<file path="src/rtl/core/fgcn_pkg.sv">
// ----------------------------------------------------------------------------
// fgcn_pkg
// Shared types, codes and bit-counting helpers for the friend graph core.
// ----------------------------------------------------------------------------
package fgcn_pkg;

    localparam int NUM_IDS        = 64;
    localparam int ID_W           = 6;
    localparam int CNT_W          = 7;
    localparam int MAX_PEOPLE_DEF = 64;

    typedef enum logic [2:0] {
        OP_ADD       = 3'd0,
        OP_BEFRIEND  = 3'd1,
        OP_UNFRIEND  = 3'd2,
        OP_TEST      = 3'd3,
        OP_COUNT     = 3'd4,
        OP_MUTUAL    = 3'd5,
        OP_RECOMMEND = 3'd6,
        OP_NONE      = 3'd7
    } op_t;

    typedef enum logic [1:0] {
        ST_OK      = 2'd0,
        ST_UNKNOWN = 2'd1,
        ST_SAME    = 2'd2,
        ST_FULL    = 2'd3
    } status_t;

    typedef struct packed {
        status_t           status;
        logic              answer_bit;
        logic [ID_W-1:0]   person_id;
        logic [ID_W-1:0]   tally;
        logic              has_item;
        logic              last;
    } res_t;

    function automatic logic [CNT_W-1:0] popcount64(input logic [NUM_IDS-1:0] v);
        logic [3:0]       byte_cnt [8];
        logic [CNT_W-1:0] total;
        for (int k = 0; k < 8; k++) begin
            byte_cnt[k] = '0;
            for (int j = 0; j < 8; j++) begin
                byte_cnt[k] = byte_cnt[k] + 4'(v[k*8+j]);
            end
        end
        total = '0;
        for (int k = 0; k < 8; k++) begin
            total = total + CNT_W'(byte_cnt[k]);
        end
        return total;
    endfunction

    // lowest set bit
    function automatic logic [ID_W-1:0] first_set(input logic [NUM_IDS-1:0] v);
        logic [ID_W-1:0] idx;
        idx = '0;
        for (int i = NUM_IDS-1; i >= 0; i--) begin
            if (v[i]) begin
                idx = ID_W'(i);
            end
        end
        return idx;
    endfunction

    // highest set bit
    function automatic logic [ID_W-1:0] top_set(input logic [NUM_IDS-1:0] v);
        logic [ID_W-1:0] idx;
        idx = '0;
        for (int i = 0; i < NUM_IDS; i++) begin
            if (v[i]) begin
                idx = ID_W'(i);
            end
        end
        return idx;
    endfunction

endpackage

</file>
<file path="src/rtl/core/fgcn_out_reg.sv">
// ----------------------------------------------------------------------------
// fgcn_out_reg
// Single-entry result register between the sequencer and the output channel.
// ----------------------------------------------------------------------------
module fgcn_out_reg (
    input  logic             clk,
    input  logic             rst_n,
    input  logic             push,
    input  fgcn_pkg::res_t   push_res,
    output logic             slot_free,
    output logic             out_valid,
    input  logic             out_ready,
    output fgcn_pkg::res_t   out_res
);
    import fgcn_pkg::*;

    logic valid_reg;
    res_t res_reg;

    assign slot_free = !valid_reg || out_ready;
    assign out_valid = valid_reg;
    assign out_res   = res_reg;

    always_ff @(posedge clk or negedge rst_n)
    begin
        if (!rst_n)
        begin
            valid_reg <= 1'b0;
        end
        else if (slot_free)
        begin
            valid_reg <= push;
        end
    end

    always_ff @(posedge clk)
    begin
        if (push && slot_free)
        begin
            res_reg <= push_res;
        end
    end

endmodule

</file>
<file path="config.mk">
export PLATFORM = sky130hd
export DESIGN_NAME = fgcn_out_reg
export DESIGN_NICKNAME = d
export VERILOG_FILES = /design/src/rtl/core/fgcn_pkg.sv /design/src/rtl/core/fgcn_out_reg.sv
export SDC_FILE = /design/constraint.sdc
export NUM_CORES = 1
export LEC_CHECK = 0
export BUFFER_PORTS_ARGS = -buffer_cell sky130_fd_sc_hd__buf_4
export CAP_MARGIN = 20
export CELL_PAD_IN_SITES_DETAIL_PLACEMENT = 1
export CELL_PAD_IN_SITES_GLOBAL_PLACEMENT = 1
export CORE_MARGIN = 4
export CORE_UTILIZATION = 32
export DETAILED_ROUTE_END_ITERATION = 10
export PLACE_DENSITY_LB_ADDON = 0.3
export SETUP_SLACK_MARGIN = 0.02
export SYNTH_ARGS = -nofsm -noshare
export SYNTH_HDL_FRONTEND = slang
export SYNTH_SLANG_ARGS = --single-unit
</file>
<file path="constraint.sdc">
create_clock -name clk -period 2 [get_ports clk]
set_input_delay 0.2 -clock clk [delete_from_list [all_inputs] [get_ports clk]]
set_output_delay 0.2 -clock clk [all_outputs]
set_load 0.01 [all_outputs]
</file>
# Word-level counts from Yosys, hierarchy flattened
# Cells that the tools add are included.
# W data, S select, Z words.
[op_classes]
n_reduce_logical = 3
[ops]
columns = ["op", "count"]
rows = [
  ["$logic_and A1 B1 Y1", 1],
  ["$logic_not A1 Y1", 1],
  ["$logic_or A1 B1 Y1", 1],
]
[word_totals]
reg_bits = 18
out_inout_bits = 19
elab_cells = 10

# Depth between registers and ports, before layout
# Gate-level depths: netlist (run 1).
[depth]
word_depth = 3
mapped_depth = 2
ltp_nobuf = 2

# Worst setup path after synthesis (run 1)
# No wires, ideal clock.
[synth_timing]
path_type = "register -> register"
from = "register valid_reg, in the netlist out_valid"
to = "register res_reg, in the netlist out_res[0], enable pin"
setup_ns = 0.314
arrival_ns = 0.771
path_stages_with_launch = 3
path_slack_ns = 0.915
t_required_ns = 1.686
period_less_slack_ns = 1.085
path_cell_list = "dfrtp_1 nand2b_4 and2_4"
[synth_via]
elab_chain_len = 3
[synth_lines]
columns = ["item", "line_no", "text"]
rows = [
  ["start, declared", "fgcn_out_reg.sv:17", "logic valid_reg;"],
  ["start signal, assigned", "fgcn_out_reg.sv:32", "valid_reg <= push;"],
  ["$logic_not A1 Y1", "fgcn_out_reg.sv:20", "assign slot_free = !valid_reg || out_ready;"],
  ["$logic_or A1 B1 Y1", "fgcn_out_reg.sv:20", ""],
  ["via slot_free", "fgcn_out_reg.sv:10", "output logic slot_free,"],
  ["$logic_and A1 B1 Y1", "fgcn_out_reg.sv:38", "if (push && slot_free)"],
  ["end signal, assigned", "fgcn_out_reg.sv:40", "res_reg <= push_res;"],
  ["end, declared", "fgcn_out_reg.sv:18", "res_t res_reg;"],
]
# The timed path passes the listed nets, and every way through them passes these cells.
# A chain may end at the register's enable or synchronous reset.

# Worst setup path in the final report (run 1)
[layout_timing]
from = "register valid_reg, in the netlist out_valid"
to = "output port slot_free"
[layout_via]
elab_chain_len = 2
[layout_lines]
columns = ["item", "line_no"]
rows = [
  ["$logic_not A1 Y1", "fgcn_out_reg.sv:20"],
  ["$logic_or A1 B1 Y1", "fgcn_out_reg.sv:20"],
  ["end, declared", "fgcn_out_reg.sv:10"],
]
# No other way between the ends.

==> summary.txt, run 1 <==
Run status
  • Status: finished clean

Finish
  • Syn-to-layout area delta: 61.9%
  • Fillcell total: 163
  • Share of layout cells above drive strength 1: 0.677
  • Non-Filler Instances: 81
  • Final net count: 87
  • ANT cells: 0

Worst setup path
  • Crit path max-delay family: flip-flops
  • Critical path class: reg2out
  • CP peak stage delay: 420 ps
  • Critical path data required time: 1800 ps
  • Worst Path Buf+Inv: 1
  • CP max FO: 3
  • Crit-path cells: nand2b_4 -> buf_4
  • CP arrival: 890 ps
  • CP Launch Type: flop
  • Nature of the critical path endpoint: output pin
  • Crit-path slowest cell: dfrtp_1

Global routing
  • GRT Total Usage: 0.0950
  • Global-route wire length before repair: 1790 µm
  • Vias in the first global route: 388
  • Largest net degree at the start of global routing: 18
  • Initial antenna violation count: 0
  • GRT Residual Overflow: 0

Power
  • Peak VDD IR: 0.478 mV
  • Power Dens Cells: 777 mW/mm²
  • Pleak: 0.395 nW
  • Total power draw: 710 µW

Clocking
  • Clk Latency, worst-skew pair: 280 ps
  • Clock transition at the registers of the reported paths: 100 ps
  • H-Tree Depth: 1
  • TritonCTS buffer count: 3
  • Post-CTS Repair Setup Buffers: 0
  • Clock Root Buffer: clkbuf_4
  • Max Buffers Root-to-Sink: 2
  • Sink Count: 18
  • CTS tree: yes

Synthesis
  • Mapped Nets: 42
  • Avg Cell Area, Syn: 26.9 µm²
  • Synth unique cells: 5
  • Cells after Synth: 21
  • Synthesized cell area: 564 µm²
  • FF+latch count, synth: 18
  • Warnings, synthesis: 0
  • Post-synthesis sequential area ratio: 0.949

STA
  • Tmin final: 1090 ps
  • Final hold viol count: 0
  • # setup viols final: 0
  • RSZ-0062 raised after global routing: false
  • Fin. max-slew vios: 0
  • Skew final: 12.8 ps
  • Slew headroom: 0.853
  • F_max: 919 MHz
  • Crit share post-route: 0.544
  • Hold WS: 82.4 ps
  • Setup ws final: 912 ps
  • Measured slew at the worst slew-check pin: 221 ps
  • TNS Setup: 0 ps

Detailed routing
  • Vias: 353
  • 1st-pass router iterations: 2
  • First-iteration detailed-routing DRC count: 1
  • DR vias/cell: 4.36
  • Routed len/inst: 13.8 µm
  • WL final: 1120 µm
  • Antenna Nets Post-Route: 0
  • Drt drc: 0

Placed design
  • Port Buffers: 39
  • Pre-CTS WS: 911 ps
  • Dpl cells: 76
  • RePlAce Congestion: 0.690

Floorplan
  • Die X: 50.0 µm
  • Initial Util: 0.358
  • Rows: 14
  • Total die area: 0.00250 mm²
  • Die Height: 50.0 µm
  • Core Area: 0.00158 mm²
  • Io pins: 40

Worst hold path
  • HP Class: in2reg

Run
  • Max-Cap Viols: 0
## power breakdown
| group | switching [mW] | internal [mW] | leakage, nW |
|---|---|---|---|
| combinational | 0.0332 | 0.0539 | 0.207 |
| sequential | 0.00636 | 0.437 | 0.173 |
| clock | 0.102 | 0.0773 | 0.0150 |
| total | 0.142 | 0.568 | 0.395 |
## cell usage in the layout (no fill, tap or decap)
| master | instances |
|---|---|
| clkbuf_4 | 3 |
| and2_4 | 1 |
| dfrtp_1 | 1 |
| clkbuf_1 | 1 |
| edfxtp_1 | 17 |
| nand2b_4 | 1 |
| dlygate4sd3_1 | 1 |
| nand2b_1 | 1 |
| buf_4 | 39 |
## worst paths after layout
check                                       from               endpoint  slack [ps]  cells after the start
max reg2reg                out_valid$_DFFE_PN0P_   out_res[7]$_DFFE_PP_         920                      2
min                                  push_res[6]   out_res[6]$_DFFE_PP_          80                      1
min in group asynchronous                  rst_n  out_valid$_DFFE_PN0P_         230                      2
min reg2reg                out_valid$_DFFE_PN0P_  out_valid$_DFFE_PN0P_         570                      2
max in group asynchronous                  rst_n  out_valid$_DFFE_PN0P_        1690                      2
max                        out_valid$_DFFE_PN0P_              slot_free         910                      2
## kinds of logic after synthesis
logic type | after synthesis | share of synthesized area
flops | 18 | 0.949
simple gates | 3 | 0.0510
## repair_timing
action                                 in CTS  in global routing
resized for setup                           0                  0
hold buffers                                1                  0
endpoints found under the hold margin       1                  0
## state kept, by name, indices dropped and copies added, names as in the netlist
name,count
out_res,17
out_valid,1
## through the flow
| step | utilization | area, µm² |
|---|---|---|
| 4_1_cts | 0.579 | 913 |
| 3_5_place_dp | 0.556 | 877 |
| 3_3_place_gp | 0.556 | 877 |
| 6_report | 0.579 | 913 |
| 5_1_grt | 0.579 | 913 |
| 2_1_floorplan | - | 564 |
## synthesized netlist by cell type (all sizes together)
cell type,number,area share
and2,1,0.016
dfrtp,1,0.044
edfxtp,17,0.90
nand2b,2,0.035
## cell type report
cell class	count	area, µm²	area share
timing repair buffer	40	303	0.332
multi-input combinational	3	28.8	0.0315
tap	16	20.0	0.0219
sequential	18	536	0.586
clock buffer	4	26.3	0.0288
## per-layer routing
layer | wire length, µm | track usage
met5 | 0 | 0
met4 | 0 | 0.0276
met2 | 615 | 0.178
met3 | 99 | 0.0331
met1 | 400 | 0.0967
(Power assumes the default switching activity.)
==> run 2, diff against run 1 <==
--- a/config.mk
+++ b/config.mk
@@ -10,7 +10,7 @@
 export CELL_PAD_IN_SITES_DETAIL_PLACEMENT = 1
 export CELL_PAD_IN_SITES_GLOBAL_PLACEMENT = 1
 export CORE_MARGIN = 4
-export CORE_UTILIZATION = 32
+export CORE_UTILIZATION = 27
 export DETAILED_ROUTE_END_ITERATION = 10
 export PLACE_DENSITY_LB_ADDON = 0.3
 export SETUP_SLACK_MARGIN = 0.02
==> constraint.sdc (replaced) <==
create_clock -name clk -period 1 [get_ports clk]
set_input_delay 0.1 -clock clk [delete_from_list [all_inputs] [get_ports clk]]
set_output_delay 0.1 -clock clk [all_outputs]
set_load 0.01 [all_outputs]
==> summary.txt, run 2 (synthesis results as in run 1) <==
Worst setup path
  • Crit-path cells: nand2b_4 -> and2_4 (was nand2b_4 -> buf_4)
  • Worst Path Buf+Inv: 0 (was 1)
  • Reg2reg start: out_valid$_DFFE_PN0P_ (unchanged)
  • CP Launch Type: flop (unchanged)
  • Nature of the critical path endpoint: flop (was output pin)
  • FF-to-FF setup slack: -70 ps (was 920 ps)
  • Crit-path slowest cell: dfrtp_1 (unchanged)
  • Critical path class: reg2reg (was reg2out)
  • CP peak stage delay: 420 ps (about the same)
  • CP max FO: 17 (was 3)
  • Crit path max-delay family: flip-flops (unchanged)
  • Critical path data required time: 980 ps (was 1800 ps)
  • Depth of the most critical reg-to-reg path: 2 (unchanged)
  • CP arrival: 1050 ps (was 890 ps)
  • Reg2Reg Capture Point: out_res[12]$_DFFE_PP_ (was out_res[7]$_DFFE_PP_)

Clocking
  • Sink Count: 18 (unchanged)
  • Clock transition at the registers of the reported paths: 90 ps (was 100 ps)
  • CTS tree: yes (unchanged)
  • Clk Latency, worst-skew pair: 280 ps (about the same)
  • TritonCTS buffer count: 3 (unchanged)
  • H-Tree Depth: 1 (unchanged)
  • Max Buffers Root-to-Sink: 2 (unchanged)
  • Clock Root Buffer: clkbuf_4 (unchanged)

Floorplan
  • Die X: 53.7 µm (was 50.0 µm)
  • Die Height: 53.7 µm (was 50.0 µm)
  • Initial Util: 0.285 (was 0.358)
  • Total die area: 0.00289 mm² (was 0.00250 mm²)
  • Rows: 16 (was 14)
  • Core Area: 0.00198 mm² (was 0.00158 mm²)
  • Io pins: 40 (unchanged)

Placed design
  • Port Buffers: 39 (unchanged)
  • RePlAce Congestion: 0.577 (was 0.690)
  • Pre-CTS WS: -63.3 ps (was 911 ps)
  • Area after DPL: 898 µm² (was 877 µm²)
  • Dpl cells: 88 (was 76)

STA
  • Final hold viol count: 0 (unchanged)
  • Slew headroom: 0.854 (was 0.853)
  • # setup viols final: 19 (was 0)
  • Hold WS: 140 ps (was 82.4 ps)
  • Crit share post-route: 1.07
  • RSZ-0062 raised after global routing: true (was false)
  • F_max: 931 MHz
  • Skew final: 2.63 ps (was 12.8 ps)
  • Measured slew at the worst slew-check pin: 218 ps (was 221 ps)
  • Tmin final: 1070 ps
  • Fin. max-slew vios: 0 (unchanged)
  • TNS Setup: -1340 ps (was 0 ps)
  • Setup ws final: -74.6 ps (was 912 ps)

Finish
  • Post-Route Utilization: 0.577 (was 0.579)
  • ANT cells: 0 (unchanged)
  • Design Area, Final: 0.00114 mm² (was 913 µm²)
  • Non-Filler Instances: 112 (was 81)
  • Fillcell total: 191 (was 163)
  • Max reg flops: 17 (unchanged)
  • Share of layout cells above drive strength 1: 0.553 (was 0.677)
  • Syn-to-layout area delta: 103% (was 61.9%)
  • Most frequent cells in the layout: 38 x buf_4, 19 x dlygate4sd3_1, 17 x edfxtp_1, 3 x clkbuf_4, 3 x buf_6 (was 39 x buf_4, 17 x edfxtp_1, 3 x clkbuf_4)
  • Commonest non-fill, non-tap cell in the layout: buf_4 (unchanged)
  • Final net count: 107 (was 87)

Detailed routing
  • Routed len/inst: 11.0 µm (was 13.8 µm)
  • Vias: 428 (was 353)
  • First-iteration detailed-routing DRC count: 3 (was 1)
  • 1st-pass router iterations: 3 (was 2)
  • WL final: 1240 µm (was 1120 µm)
  • Drt drc: 0 (unchanged)
  • DR vias/cell: 3.82 (was 4.36)
  • Antenna Nets Post-Route: 0 (unchanged)

Run status
  • Status: finished, violations left (was finished clean)
  • Failing checks: negative setup slack

Global routing
  • Vias in the first global route: 412 (was 388)
  • GRT Total Usage: 0.0920 (was 0.0950)
  • Initial antenna violation count: 0 (unchanged)
  • Global-route wire length before repair: 1820 µm (was 1790 µm)
  • Largest net degree at the start of global routing: 18 (unchanged)
  • GRT Residual Overflow: 0 (unchanged)

Power
  • Total power draw: 1.55 mW (was 710 µW)
  • Power Dens Cells: 1360 mW/mm² (was 777 mW/mm²)
  • Peak VDD IR: 0.919 mV (was 0.478 mV)
  • Pleak: 0.489 nW (was 0.395 nW)

Worst hold path
  • HP Class: in2async (was in2reg)

Run
  • Max-Cap Viols: 0 (unchanged)
## run 2: where the power goes
group	switching, mW	internal [mW]
Sequential	0.0116	0.874
Clock	0.200	0.221
Combinational	0.0808	0.165
Total	0.292	1.26
## run 2: how the worst max path moves through the flow
stage / from / end / cells after the start
after floorplan: out_valid$_DFFE_PN0P_ / out_res[0]$_DFFE_PP_ / 2
after global placement: out_valid$_DFFE_PN0P_ / out_res[12]$_DFFE_PP_ / 2
after detailed placement: out_valid$_DFFE_PN0P_ / out_res[3]$_DFFE_PP_ / 2
after CTS: out_valid$_DFFE_PN0P_ / out_res[12]$_DFFE_PP_ / 2
after global routing: out_valid$_DFFE_PN0P_ / out_res[0]$_DFFE_PP_ / 2
final: out_valid$_DFFE_PN0P_ / out_res[12]$_DFFE_PP_ / 2
## run 2: routing by layer
| layer | vias to the layer above | GRT usage | wire length [µm] |
|---|---|---|---|
| met5 | - | 0 | 0 |
| met1 | 196 | 0.0811 | 395 |
| met4 | 0 | 0.0255 | 0 |
| met2 | 21 | 0.185 | 725 |
| li1 | 211 | - | - |
| met3 | 0 | 0.0360 | 115 |
## run 2: area by class of cell
cell class	count	area (µm²)	area share
repair buffers	60	509	0.445
multi-input cells	3	28.8	0.0252
clock buffers	4	36.3	0.0317
well taps	27	33.8	0.0295
flip-flops and latches	18	536	0.468
## run 2: worst reg2reg max path, cell delays in order (launching register included)
cell,delay [ps]
dfrtp_1,420
nand2b_4,80
and2_4,270
## run 2: timing repair
item	in CTS	in global routing
buffers inserted	0	1
gates resized for setup	2	1
endpoints found under the setup margin	18	19
endpoints found under the hold margin	18	1
hold buffers	18	1
